[src/design/sfd_pkg.sv]
package sfd_pkg;

	localparam int FRAME_LEN = 17;
	localparam int CSUM_LEN  = 14;
	localparam int CNT_W     = $clog2(FRAME_LEN);

	localparam logic [7:0] SYNC_BYTE = 8'h7F;
	localparam logic [7:0] END_CR    = 8'h0D;
	localparam logic [7:0] END_LF    = 8'h0A;

	localparam logic [8:0]  TEMP_OFFSET    = 9'd40;
	localparam logic [11:0] EXHAUST_OFFSET = 12'd40;

	localparam int OUT_DATA_W = 104;

	typedef enum logic {
		STATUS_OK        = 1'b0,
		STATUS_CSUM_FAIL = 1'b1
	} frame_status_t;

	// bytes 0 to 14 of a matched frame; the trailer is not needed past the match
	typedef logic [CSUM_LEN:0][7:0] frame_bytes_t;

	typedef struct packed {
		logic [15:0]        engine_speed;
		logic [15:0]        throttle_tenths;
		logic signed [8:0]  cylinder_temp;
		logic signed [11:0] exhaust_temp;
		logic [15:0]        fuel_pressure;
		logic signed [8:0]  rotor_temp;
		logic signed [8:0]  intake_temp;
		logic [7:0]         intake_pressure;
		logic [7:0]         supply_tenths_volt;
	} engine_fields_t;

	function automatic logic signed [8:0] temp_from_byte(input logic [7:0] b);
		return $signed({b[7], b}) - $signed(TEMP_OFFSET);
	endfunction

endpackage

[src/design/sensor_frame_deframer.sv]
// channel  dir  tdata                  tuser
// s_axis   in   [7:0] rx_byte          -
// m_axis   out  decoded engine fields  [0] frame_status
//
// One byte per cycle in; the closing byte sets frame_valid_s1, and the decoded result is then registered at m_axis.
// The 17-byte window is a shift line with a fill count; match is checked as
// the last byte arrives, checksum and scaling run in the stage after.
// Reset clears the fill count and both valid flags; byte contents are not reset.
// Input stalls only while a decoded frame waits behind a stalled output.
module sensor_frame_deframer (
	input  logic         clk,
	input  logic         arst_n,
	input  logic         s_axis_tvalid,
	output logic         s_axis_tready,
	input  logic [7:0]   s_axis_tdata,   // [7:0] rx_byte
	output logic         m_axis_tvalid,
	input  logic         m_axis_tready,
	// [15:0] engine_speed, [31:16] throttle_tenths, [40:32] cylinder_temp,
	// [52:41] exhaust_temp, [68:53] fuel_pressure, [77:69] rotor_temp,
	// [86:78] intake_temp, [94:87] intake_pressure, [102:95] supply_tenths_volt
	output logic [sfd_pkg::OUT_DATA_W-1:0] m_axis_tdata,
	output logic [0:0]   m_axis_tuser    // [0] frame_status
);

	logic                    frame_valid_s1;
	logic                    frame_ready;
	sfd_pkg::frame_bytes_t   frame_s1;
	sfd_pkg::frame_status_t  status_q;
	sfd_pkg::engine_fields_t fields_q;

	sfd_window u_window (
		.clk            (clk),
		.arst_n         (arst_n),
		.in_valid       (s_axis_tvalid),
		.in_ready       (s_axis_tready),
		.in_byte        (s_axis_tdata),
		.frame_valid_s1 (frame_valid_s1),
		.frame_ready    (frame_ready),
		.frame_s1       (frame_s1)
	);

	sfd_decode u_decode (
		.clk            (clk),
		.arst_n         (arst_n),
		.frame_valid_s1 (frame_valid_s1),
		.frame_ready    (frame_ready),
		.frame_s1       (frame_s1),
		.out_valid_q    (m_axis_tvalid),
		.out_ready      (m_axis_tready),
		.status_q       (status_q),
		.fields_q       (fields_q)
	);

	assign m_axis_tuser = status_q;
	assign m_axis_tdata = {1'b0,
	                       fields_q.supply_tenths_volt,
	                       fields_q.intake_pressure,
	                       fields_q.intake_temp,
	                       fields_q.rotor_temp,
	                       fields_q.fuel_pressure,
	                       fields_q.exhaust_temp,
	                       fields_q.cylinder_temp,
	                       fields_q.throttle_tenths,
	                       fields_q.engine_speed};

endmodule

[src/design/sfd_window.sv]
module sfd_window (
	input  logic                  clk,
	input  logic                  arst_n,
	input  logic                  in_valid,
	output logic                  in_ready,
	input  logic [7:0]            in_byte,
	output logic                  frame_valid_s1,
	input  logic                  frame_ready,
	output sfd_pkg::frame_bytes_t frame_s1
);

	logic [7:0]                 win_q [sfd_pkg::FRAME_LEN];
	logic [sfd_pkg::CNT_W-1:0]  count_q;
	logic                       accept;
	logic                       full_now;
	logic                       marks_ok;

	assign in_ready = !frame_valid_s1 || frame_ready;
	assign accept   = in_valid && in_ready;

	// window becomes full with this word; newest byte lands at the top
	assign full_now = (count_q == sfd_pkg::CNT_W'(sfd_pkg::FRAME_LEN - 1));
	assign marks_ok = (win_q[1] == sfd_pkg::SYNC_BYTE) && (win_q[2] == sfd_pkg::SYNC_BYTE) &&
	                  (win_q[sfd_pkg::FRAME_LEN-1] == sfd_pkg::END_CR) &&
	                  (in_byte == sfd_pkg::END_LF);

	always_ff @(posedge clk) begin
		if (accept) begin
			for (int i = 0; i < sfd_pkg::FRAME_LEN - 1; i++) begin
				win_q[i] <= win_q[i+1];
			end
			win_q[sfd_pkg::FRAME_LEN-1] <= in_byte;
		end
	end

	always_ff @(posedge clk or negedge arst_n) begin
		if (!arst_n) begin
			count_q <= '0;
		end else if (accept) begin
			if (!full_now) begin
				count_q <= count_q + sfd_pkg::CNT_W'(1);
			end else if (marks_ok) begin
				count_q <= '0;
			end
		end
	end

	always_ff @(posedge clk or negedge arst_n) begin
		if (!arst_n) begin
			frame_valid_s1 <= 1'b0;
		end else if (accept && full_now && marks_ok) begin
			frame_valid_s1 <= 1'b1;
		end else if (frame_ready) begin
			frame_valid_s1 <= 1'b0;
		end
	end

	always_ff @(posedge clk) begin
		if (accept && full_now && marks_ok) begin
			for (int i = 0; i <= sfd_pkg::CSUM_LEN; i++) begin
				frame_s1[i] <= win_q[i+1];
			end
		end
	end

endmodule

[src/design/sfd_decode.sv]
module sfd_decode (
	input  logic                   clk,
	input  logic                   arst_n,
	input  logic                   frame_valid_s1,
	output logic                   frame_ready,
	input  sfd_pkg::frame_bytes_t  frame_s1,
	output logic                   out_valid_q,
	input  logic                   out_ready,
	output sfd_pkg::frame_status_t status_q,
	output sfd_pkg::engine_fields_t fields_q
);

	logic [7:0]               l1 [7];
	logic [7:0]               l2 [4];
	logic [7:0]               l3 [2];
	logic [7:0]               csum;
	logic [11:0]              exh_x5;
	logic                     load;
	sfd_pkg::engine_fields_t  dec;

	assign frame_ready = !out_valid_q || out_ready;
	assign load        = frame_valid_s1 && frame_ready;

	always_comb begin
		for (int i = 0; i < 7; i++) begin
			l1[i] = frame_s1[2*i] + frame_s1[2*i+1];
		end
		for (int i = 0; i < 3; i++) begin
			l2[i] = l1[2*i] + l1[2*i+1];
		end
		l2[3] = l1[6];
		l3[0] = l2[0] + l2[1];
		l3[1] = l2[2] + l2[3];
		csum  = l3[0] + l3[1];
	end

	assign exh_x5 = {2'b00, frame_s1[7], 2'b00} + {4'b0000, frame_s1[7]};

	always_comb begin
		dec                    = '0;
		dec.engine_speed       = {frame_s1[3], frame_s1[2]};
		dec.throttle_tenths    = {frame_s1[5], frame_s1[4]};
		dec.cylinder_temp      = sfd_pkg::temp_from_byte(frame_s1[6]);
		dec.exhaust_temp       = $signed(exh_x5 - sfd_pkg::EXHAUST_OFFSET);
		dec.fuel_pressure      = {frame_s1[9], frame_s1[8]};
		dec.rotor_temp         = sfd_pkg::temp_from_byte(frame_s1[10]);
		dec.intake_temp        = sfd_pkg::temp_from_byte(frame_s1[11]);
		dec.intake_pressure    = frame_s1[12];
		dec.supply_tenths_volt = frame_s1[13];
	end

	always_ff @(posedge clk or negedge arst_n) begin
		if (!arst_n) begin
			out_valid_q <= 1'b0;
		end else if (load) begin
			out_valid_q <= 1'b1;
		end else if (out_ready) begin
			out_valid_q <= 1'b0;
		end
	end

	always_ff @(posedge clk) begin
		if (load) begin
			if (csum == frame_s1[sfd_pkg::CSUM_LEN]) begin
				status_q <= sfd_pkg::STATUS_OK;
				fields_q <= dec;
			end else begin
				status_q <= sfd_pkg::STATUS_CSUM_FAIL;
				fields_q <= '0;
			end
		end
	end

endmodule
[config.mk]
export PLATFORM = sky130hd
export DESIGN_NAME = sensor_frame_deframer
export DESIGN_NICKNAME = d
export VERILOG_FILES = /design/src/design/sfd_pkg.sv /design/src/design/sensor_frame_deframer.sv /design/src/design/sfd_window.sv /design/src/design/sfd_decode.sv
export SDC_FILE = /design/constraint.sdc
export NUM_CORES = 1
export LEC_CHECK = 0
export ABC_CLOCK_PERIOD_IN_PS = 27100
export BUFFER_PORTS_ARGS = -buffer_cell sky130_fd_sc_hd__buf_4
export CORE_MARGIN = 2
export CORE_UTILIZATION = 55
export CTS_CLUSTER_SIZE = 20
export DETAILED_ROUTE_END_ITERATION = 8
export PLACE_DENSITY_LB_ADDON = 0.25
export SLEW_MARGIN = 20
export SYNTH_ARGS = -nofsm -noshare
export SYNTH_HDL_FRONTEND = slang
export SYNTH_SLANG_ARGS = --single-unit
[constraint.sdc]
create_clock -name clk -period 27.1 [get_ports clk]
set_input_delay 1.355 -clock clk [delete_from_list [all_inputs] [get_ports clk]]
set_output_delay 1.355 -clock clk [all_outputs]
set_load 0.01 [all_outputs]
==> results.md, run 1 <==
* Die Y at 167.8 µm
* # fillers at ~1,700
* Distinct cells, synth at 42
* Synthesis Warnings at 0
* Most frequent cell after synthesis: edfxtp_1
* Mapped Cells at 813
* Yosys top cell area share at a little under three quarters
* Post-route DRC violation count at 0
* Placed inst area at 15,980 µm²
* CP arrival at 6.80 ns
* First-pass GRT wire length at 38,230 µm
* Clk buf depth at 3
* Dpl hpwl at 16,560 µm
* Combinational Power Share at under 10%
* RSZ-0062 raised after global routing: no
* Peak clock frequency supported by timing at ~160 MHz
* Clock Pin Slew Worst Setup and Hold Paths at about 0.060 ns
* Buf+Inv Stages, Crit Path at 5
* Synth async-reset ratio at 1.950%
* CP cell instances: fa_1 > inv_1 > fa_1 > fa_1 > fa_1 > inv_1 > fa_1 > inv_1 > fa_1 > inv_1 > ha_1 > a21o_1 > a311o_1 > a21oi_1 > xnor2_1 > nand4_1 > a21oi_4 > buf_4 > and2_1
* Synth cell count leaders: edfxtp_1, inv_1, and2_1
* Switching fraction of total power at 19.11%
* IO Count at 119
* Register area at between 10,000 and 15,000 µm²
* Vias post-DR at a little under 7,000
* CTS H-tree lvls at 2
* Max incr delay on CP at 0.57 ns
* Place WS at 20.06 ns
* GPL Wtd Cong at roughly 0.78
* Total routed wirelength at ~24,000 µm
* GRT Total Usage at between 10% and 20%
* Vias per cell at about 5.1
* CTS tree: built
* Cts hold-fix bufs at 0
* Num Clock Sinks at between 300 and 400
* Setup Buffers After CTS at 0
* Worst Tran Pin Value at between 1 and 1.5 ns
* Post-cts repair resize count at 0
* Routed len/inst at roughly 18 µm
* Power per cell area at around 66 nW/µm²
* Pint at 924.0 µW
* #FFs+latches synth at approximately 360
* FP Rows at 59
* Final min period at ~6.4 ns
* Diodes inserted at 0
* Clk pwr share at between 40% and 50%
* Tightest Hold Check Type: reg -> reg
* Post-DRT Antenna Nets at 0
* Crit path required time at ~27 ns
* 1st-pass router iterations at 5
* Hold Vio Cnt, Final at 0
* Worst setup path category: reg -> reg
* Seq/Total Area, Yosys at between 70% and 80%
* CTS Buf Count at 37
* Predominant post-synthesis flop cell: edfxtp_1
* Initial antenna violation count at 0
* Syn avg cell area at ~18 µm²
* Setup TNS at 0 ns
* MaxCap Viol Count at 0
* Cell taking the most area after synthesis: edfxtp_1
* Final setup violation count at 0
* Multi-input gate area at between 3000 and 4000 µm²
* Period utilization at 23.71%
* Part of the power in registers at between 50% and 60%
* Worst skew pair latency at 0.52 ns
* Cell family with most CP delay: adder cells
* Die width at 167.8 µm
* Leakage at approximately 6.2 nW
* Final #Nets at ~1,100
* Core box area at 26,210 µm²
* Syn nets at a little over 900
* Root buf cell: clkbuf_16
* Worst path most repeated cell: fa_1
* Layout cells sized above 1 at a little under a fifth
* CP Launch Type: flip-flop
* Vias in the first global route at approximately 7,000
* Status: completed
* P&R area growth vs syn at 16.50%
* Max-slew violations at 0
* Setup Skew at between 0.02 and 0.025 ns
* I/O Buffers at ~120
* Post-synth EDFFs at 352
* Largest net degree at the start of global routing at 80
* Cell area after synthesis at around 15,000 µm²
* Max_slew headroom at a little under a third
* Initial DRC count at 435
* GRT overflow at 0
* Fin area at about 17,000 µm²
* Maximum vdd drop at roughly 0.000052 V
* Slowest-stage cell, CP: fa_1
* NetSw at between 200 and 250 µW
* Crit-path max FO at slightly below 50
* Cells taking the most area after synthesis: edfxtp_1, fa_1, and2_1
* Die Area at 28,160 µm²
* Worst setup EP type: flip-flop
* Starting Density at 56.31%
* Final setup margin at between 20 and 25 ns
[state kept, by name, indices dropped and copies added (netlist names)]
| name | flops |
|---|---|
| u_window.frame_valid_s1 | 1 |
| u_window.frame_s1 | 120 |
| u_decode.status_q | 1 |
| u_window.win_q | 128 |
| u_decode.out_valid_q | 1 |
| u_decode.fields_q | 103 |
| u_window.count_q | 5 |
[final timing paths]
kind	startpoint	endpoint	slack (ns)	cells after the start
setup / recovery	u_window.frame_s1[2]$_DFFE_PP_	u_decode.fields_q[74]$_SDFFCE_PP0P_	20.67	19
hold / removal	u_window.win_q[0][98]$_DFFE_PP_	u_window.frame_s1[90]$_DFFE_PP_	0.43	0
setup reg to reg	u_window.frame_s1[2]$_DFFE_PP_	u_decode.fields_q[74]$_SDFFCE_PP0P_	20.67	19
hold reg to reg	u_window.win_q[0][98]$_DFFE_PP_	u_window.frame_s1[90]$_DFFE_PP_	0.43	0
max in group asynchronous	arst_n	u_window.count_q[3]$_DFFE_PN0P_	26.32	1
min in group asynchronous	arst_n	u_window.frame_valid_s1$_DFFE_PN0P_	0.65	1
[placed cells by master (no fill, tap or decap), types with 7 or more instances in the layout]
cell and n:
clkbuf_16 39, ha_1 26, nor2b_1 8, xnor2_1 36
fa_1 75, edfxtp_1 352, inv_1 98, a21oi_1 10
and2_1 95, dfrtp_1 7, o21ai_0 11, xor2_1 15
clkbuf_1 8, buf_4 122
[through the flow]
step	hold WS, ns	instances	util (%)	total power, mW
2_1_floorplan	0.4166	813	-	0.6517
3_3_place_gp	0.4240	1258	60.97	0.6576
3_5_place_dp	0.4260	1258	60.97	0.6588
4_1_cts	0.4310	1323	65.50	1.151
5_1_grt	0.4429	1324	65.61	1.175
6_report	0.4276	1324	65.61	1.142
[layout make-up]
| cell class | instances | area share [%] |
|---|---|---|
| multi-input cells | 344 | 20.53 |
| repair buffers | 123 | 5.487 |
| flip-flops and latches | 359 | 62.50 |
| clock buffers | 48 | 5.931 |
| clock inverters | 17 | 0.9752 |
| well taps | 335 | 2.438 |
| inverters | 98 | 2.140 |
[metal layers]
metal	share of wire (%)	up-vias	track usage, %
li1	-	3142	-
met1	44	3369	25.80
met2	48	200	28.64
met3	6.1	38	3.503
met4	1.8	0	4.461
met5	0	-	0
[worst reg2reg max path: stages, from the launching register on]
cell and delay (ns):
edfxtp_1 0.40, fa_1 0.54, inv_1 0.05, fa_1 0.52, fa_1 0.55, fa_1 0.58, inv_1 0.06, fa_1 0.53
inv_1 0.05, fa_1 0.57, inv_1 0.06, ha_1 0.29, a21o_1 0.17, a311o_1 0.34, a21oi_1 0.17, xnor2_1 0.13
nand4_1 0.21, a21oi_4 0.40, buf_4 0.42, and2_1 0.25
[cells by family (layout without fill, tap and decap cells)]
| logic type | Yosys count | in the layout | synth area share [%] |
|---|---|---|---|
| simple gates | 148 | 148 | 6.257 |
| flops | 359 | 359 | 72.81 |
| compound gates | 41 | 41 | 1.789 |
| xor+xnor | 53 | 53 | 3.332 |
| other cells | 1 | 1 | 0.02541 |
| buf+inv | 110 | 286 | 3.408 |
| fa+ha+maj | 101 | 101 | 12.38 |
[power by group through the flow]
stage | Combinational [mW] | Clock (mW) | Sequential [mW]
after floorplan | 0.00968 | 0 | 0.642
after global placement | 0.0133 | 0 | 0.644
after detailed placement | 0.0140 | 0 | 0.645
after CTS | 0.0138 | 0.504 | 0.634
after global routing | 0.0151 | 0.525 | 0.635
final | 0.0135 | 0.495 | 0.633
Note: power is estimated with default switching activity, not from simulation.
==> inputs of run 2 (changes only) <==
ABC_AREA = 1   (was not set)
ABC_CLOCK_PERIOD_IN_PS = 6360   (was 27100)
clock period = 6.36 ns   (was 27.1 ns; I/O delays follow)
==> run 2 against run 1 <==
Maximum frequency increased by 6.3%. Clock skew decreased by 0.0077 ns. Register-to-register slack got worse by 20 ns. Utilization about the same. Sequential power increased to 4.2 times the previous value. Count of clock-buffer cells in the layout decreased by 3. Area after synthesis increased by 6.5%. Hold slack got worse by 0.31 ns. Critical endpoint is now u_decode.fields_q[20]$_SDFFCE_PP0P_. Largest cell class unchanged. Largest power group unchanged.
==> results.md, run 2 <==
* Mapped Cells at 1,030 (was 813)
* #FFs+latches synth at 359 (unchanged)
* Crit path required time at 6.63 ns (was 27.48 ns)
* FP Rows at 61 (was 59)
* Post-DRT Antenna Nets at 0 (unchanged)
* CP arrival at 6.31 ns (was 6.80 ns)
* Yosys top cell area share at 67.27% (was 71.62%)
* Synthesis Warnings at 0 (unchanged)
* Total routed wirelength at 25,880 µm (was 24,260 µm)
* Hold path endpoint: u_decode.out_valid_q$_DFFE_PN0P_ (was u_window.frame_s1[90]$_DFFE_PP_)
* Maximum vdd drop at 0.0002179 V (was 0.00005241 V)
* Synth async-reset ratio at 1.950% (unchanged)
* Worst Tran Pin Value at 1.021 ns (was 1.029 ns)
* Peak clock frequency supported by timing at 165.4 MHz (was 155.6 MHz)
* Num Clock Sinks at 359 (unchanged)
* I/O Buffers at 117 (unchanged)
* Cells taking the most area after synthesis: edfxtp_1, fa_1, nor2_4 (was edfxtp_1, fa_1, and2_1)
* IO Count at 119 (unchanged)
* Final setup violation count at 0 (unchanged)
* P&R area growth vs syn at 16.69% (was 16.50%)
* Reg2Reg Setup Slack at 0.31 ns (was 20.67 ns)
* Setup Skew at 0.01370 ns (was 0.02142 ns)
* Tightest Hold Check Type: in -> reg (was reg -> reg)
* # fillers at 2,005 (was 1,737)
* Syn nets at 1,143 (was 926)
* Cell area after synthesis at 15,710 µm² (was 14,760 µm²)
* Most common cell after layout, fill and taps aside: edfxtp_1 (unchanged)
* CP Launch Type: flip-flop (unchanged)
* Final core occ at 65.64% (was 65.61%)
* Worst R2R Start: u_window.frame_s1[2]$_DFFE_PP_ (unchanged)
* Place WS at 0.3601 ns (was 20.06 ns)
* Worst hold start: m_axis_tready (was u_window.win_q[0][98]$_DFFE_PP_)
* CTS Buf Count at 37 (unchanged)
* Post-cts repair resize count at 0 (unchanged)
* Routed len/inst at 16.21 µm (was 18.32 µm)
* Die width at 173.0 µm (was 167.8 µm)
* Final setup margin at 0.3129 ns (was 20.67 ns)
* 1st-pass router iterations at 5 (unchanged)
* Crit-path max FO at 32 (was 49)
* Most frequent cells in the layout: edfxtp_1, inv_1, buf_4 (was edfxtp_1, buf_4, inv_1)
* Clock Pin Slew Worst Setup and Hold Paths at 0.06 ns (about the same)
* Worst skew pair latency at 0.51 ns (was 0.52 ns)
* CTS tree: built (unchanged)
* Die Area at 29,940 µm² (was 28,160 µm²)
* Syn avg cell area at 15.25 µm² (was 18.15 µm²)
* RSZ-0062 raised after global routing: no (unchanged)
* First-pass GRT wire length at 42,460 µm (was 38,230 µm)
* Worst setup path category: reg -> reg (unchanged)
* Layout cells sized above 1 at 22.64% (was 18.50%)
* Vias in the first global route at 8,110 (was 6,992)
* Diodes inserted at 0 (unchanged)
* Root buf cell: clkbuf_16 (unchanged)
* Core box area at 27,930 µm² (was 26,210 µm²)
* Most frequent cell after synthesis: edfxtp_1 (unchanged)
* Distinct cells, synth at 35 (was 42)
* GRT Total Usage at 17.95% (was 17.88%)
* CTS H-tree lvls at 2 (unchanged)
* Hold Vio Cnt, Final at 0 (unchanged)
* Clk buf depth at 3 (unchanged)
* Vias per cell at 4.858 (was 5.097)
* Setup TNS at 0 ns (unchanged)
* Post-Layout Cell Count at 1,597 (was 1,324)
* Initial antenna violation count at 0 (unchanged)
* Status: completed (unchanged)
* Vias post-DR at 7,758 (was 6,749)
* Max FFs per register at 128 (unchanged)
* Die Y at 173.0 µm (was 167.8 µm)
* FF-to-FF End: u_decode.fields_q[20]$_SDFFCE_PP0P_ (was u_decode.fields_q[74]$_SDFFCE_PP0P_)
* Top reg by flops: u_window.win_q (unchanged)
* Dpl hpwl at 17,870 µm (was 16,560 µm)
* Largest regs: u_window.win_q: 128 flops, u_window.frame_s1: 120 flops, u_decode.fields_q: 103 flops (unchanged)
* Placed inst area at 17,030 µm² (was 15,980 µm²)
* Critical Path Source: u_window.frame_s1[2]$_DFFE_PP_ (unchanged)
* Leakage at 7.048 nW (was 6.190 nW)
* MaxCap Viol Count at 0 (unchanged)
* GPL Wtd Cong at 0.7967 (was 0.7833)
* Max_slew headroom at 31.29% (was 31.41%)
* Largest net degree at the start of global routing at 122 (was 80)
* Final min period at 6.047 ns (was 6.425 ns)
* Cell taking the most area after synthesis: edfxtp_1 (unchanged)
* Max-slew violations at 0 (unchanged)
* Post-synth EDFFs at 352 (unchanged)
* Placed Cells incl. Taps at 1,523 (was 1,258)
* Final #Nets at 1,306 (was 1,076)
* Fin area at 18,340 µm² (was 17,190 µm²)
* Seq/Total Area, Yosys at 68.39% (was 72.81%)
* Synth cell count leaders: edfxtp_1, inv_1, nand2_1 (was edfxtp_1, inv_1, and2_1)
* Post-route DRC violation count at 0 (unchanged)
* Predominant post-synthesis flop cell: edfxtp_1 (unchanged)
* Period utilization at 95.08% (was 23.71%)
* Starting Density at 56.25% (was 56.31%)
* Initial DRC count at 563 (was 435)
* R2R cell count at 26 (was 19)
* Hold depth at 4 (was 0)
* Worst setup EP type: flip-flop (unchanged)
* Power per cell area at 267.6 nW/µm² (was 66.45 nW/µm²)
* GRT overflow at 0 (unchanged)
run 2: changes by cell type after synthesis, sizes merged, moves of 8 or more:
cell   previous run  this run
xnor2            36        14
nand4             6        15
nor2b             8         0
inv              98       210
nor2              7       111
a21oi            11        21
nand2             6       116
or2               0         8
nand3             5        31
and2             97         0
run 2: cells by family (layout without fill, tap and decap cells):
kind of cell	Yosys count	in the layout	share of synthesized area, %
buffers and inverters	222	411	6.147
DFF	359	359	68.39
other	1	1	0.02387
and+or+nand+nor	287	287	11.18
adders and majority gates	101	101	11.63
AOI/OAI and AO/OA	32	32	1.075
xor gates and xnor gates	28	28	1.561
run 2: power by group:
group	internal (mW)	leakage, nW	total [mW]	switching [mW]
sequential	2.66	3.16	2.69	0.0356
clock	1.29	0.590	2.14	0.851
combinational	0.0265	3.30	0.0702	0.0437
run 2: how the worst max path moves through the flow:
| stage | endpoint | slack [ns] | cells past startpoint |
|---|---|---|---|
| 6_report | u_decode.fields_q[20]$_SDFFCE_PP0P_ | 0.31 | 26 |
| 5_1_grt | u_decode.fields_q[28]$_SDFFCE_PP0P_ | 0.03 | 26 |
| 4_1_cts | u_decode.fields_q[29]$_SDFFCE_PP0P_ | 0.31 | 24 |
| 3_5_place_dp | u_decode.fields_q[28]$_SDFFCE_PP0P_ | 0.36 | 24 |
| 3_3_place_gp | u_decode.fields_q[28]$_SDFFCE_PP0P_ | 0.41 | 24 |
| 2_1_floorplan | u_window.count_q[2]$_DFFE_PN0P_ | 0.07 | 8 |
run 2: final cells by class:
type                    count  area [µm²]  share of cell area (%)
clock inverters            20       203.9                   1.112
inverters                 210       790.8                   4.313
flip-flops and latches    359       10750                   58.61
clock buffers              45        1008                   5.500
repair buffers            136        1094                   5.964
well taps                 378       473.0                   2.580
multi-input cells         449        4020                   21.93
run 2: worst max-delay path, cell delays in order (launching register included):
cell,delay [ns]
edfxtp_1,0.41
fa_1,0.55
inv_1,0.06
fa_1,0.51
fa_1,0.53
fa_1,0.56
inv_1,0.06
fa_1,0.53
inv_1,0.07
fa_1,0.51
fa_1,0.48
inv_1,0.07
nand3_1,0.06
nand2_1,0.12
nand2_1,0.06
nand2_1,0.06
nand2_1,0.04
nand2_1,0.08
inv_1,0.04
nand2_1,0.05
nand2_1,0.08
inv_1,0.08
nand2_2,0.08
nand3_4,0.11
buf_12,0.25
buf_4,0.29
nor2_4,0.04
run 2: per-layer routing:
layer | share of wire (%) | wire length [µm] | global-route usage [%] | vias up
li1 | - | - | - | 3727
met1 | 44 | 11420 | 25.41 | 3817
met3 | 4.4 | 1138 | 2.902 | 34
met5 | 0 | 0 | 0 | -
met4 | 1.8 | 476 | 4.661 | 0
met2 | 50 | 12850 | 29.45 | 180
run 2: metrics by stage:
stage	hold slack [ns]	power, mW
2_1_floorplan	0.02241	2.779
3_3_place_gp	0.1386	2.801
3_5_place_dp	0.1378	2.809
4_1_cts	0.09707	4.950
5_1_grt	0.1348	5.057
6_report	0.1158	4.906
run 2: what timing repair did:
action,4_1_cts,5_1_grt
hold endpoints to repair,15,0
buffers inserted,0,0
hold buffers,9,0
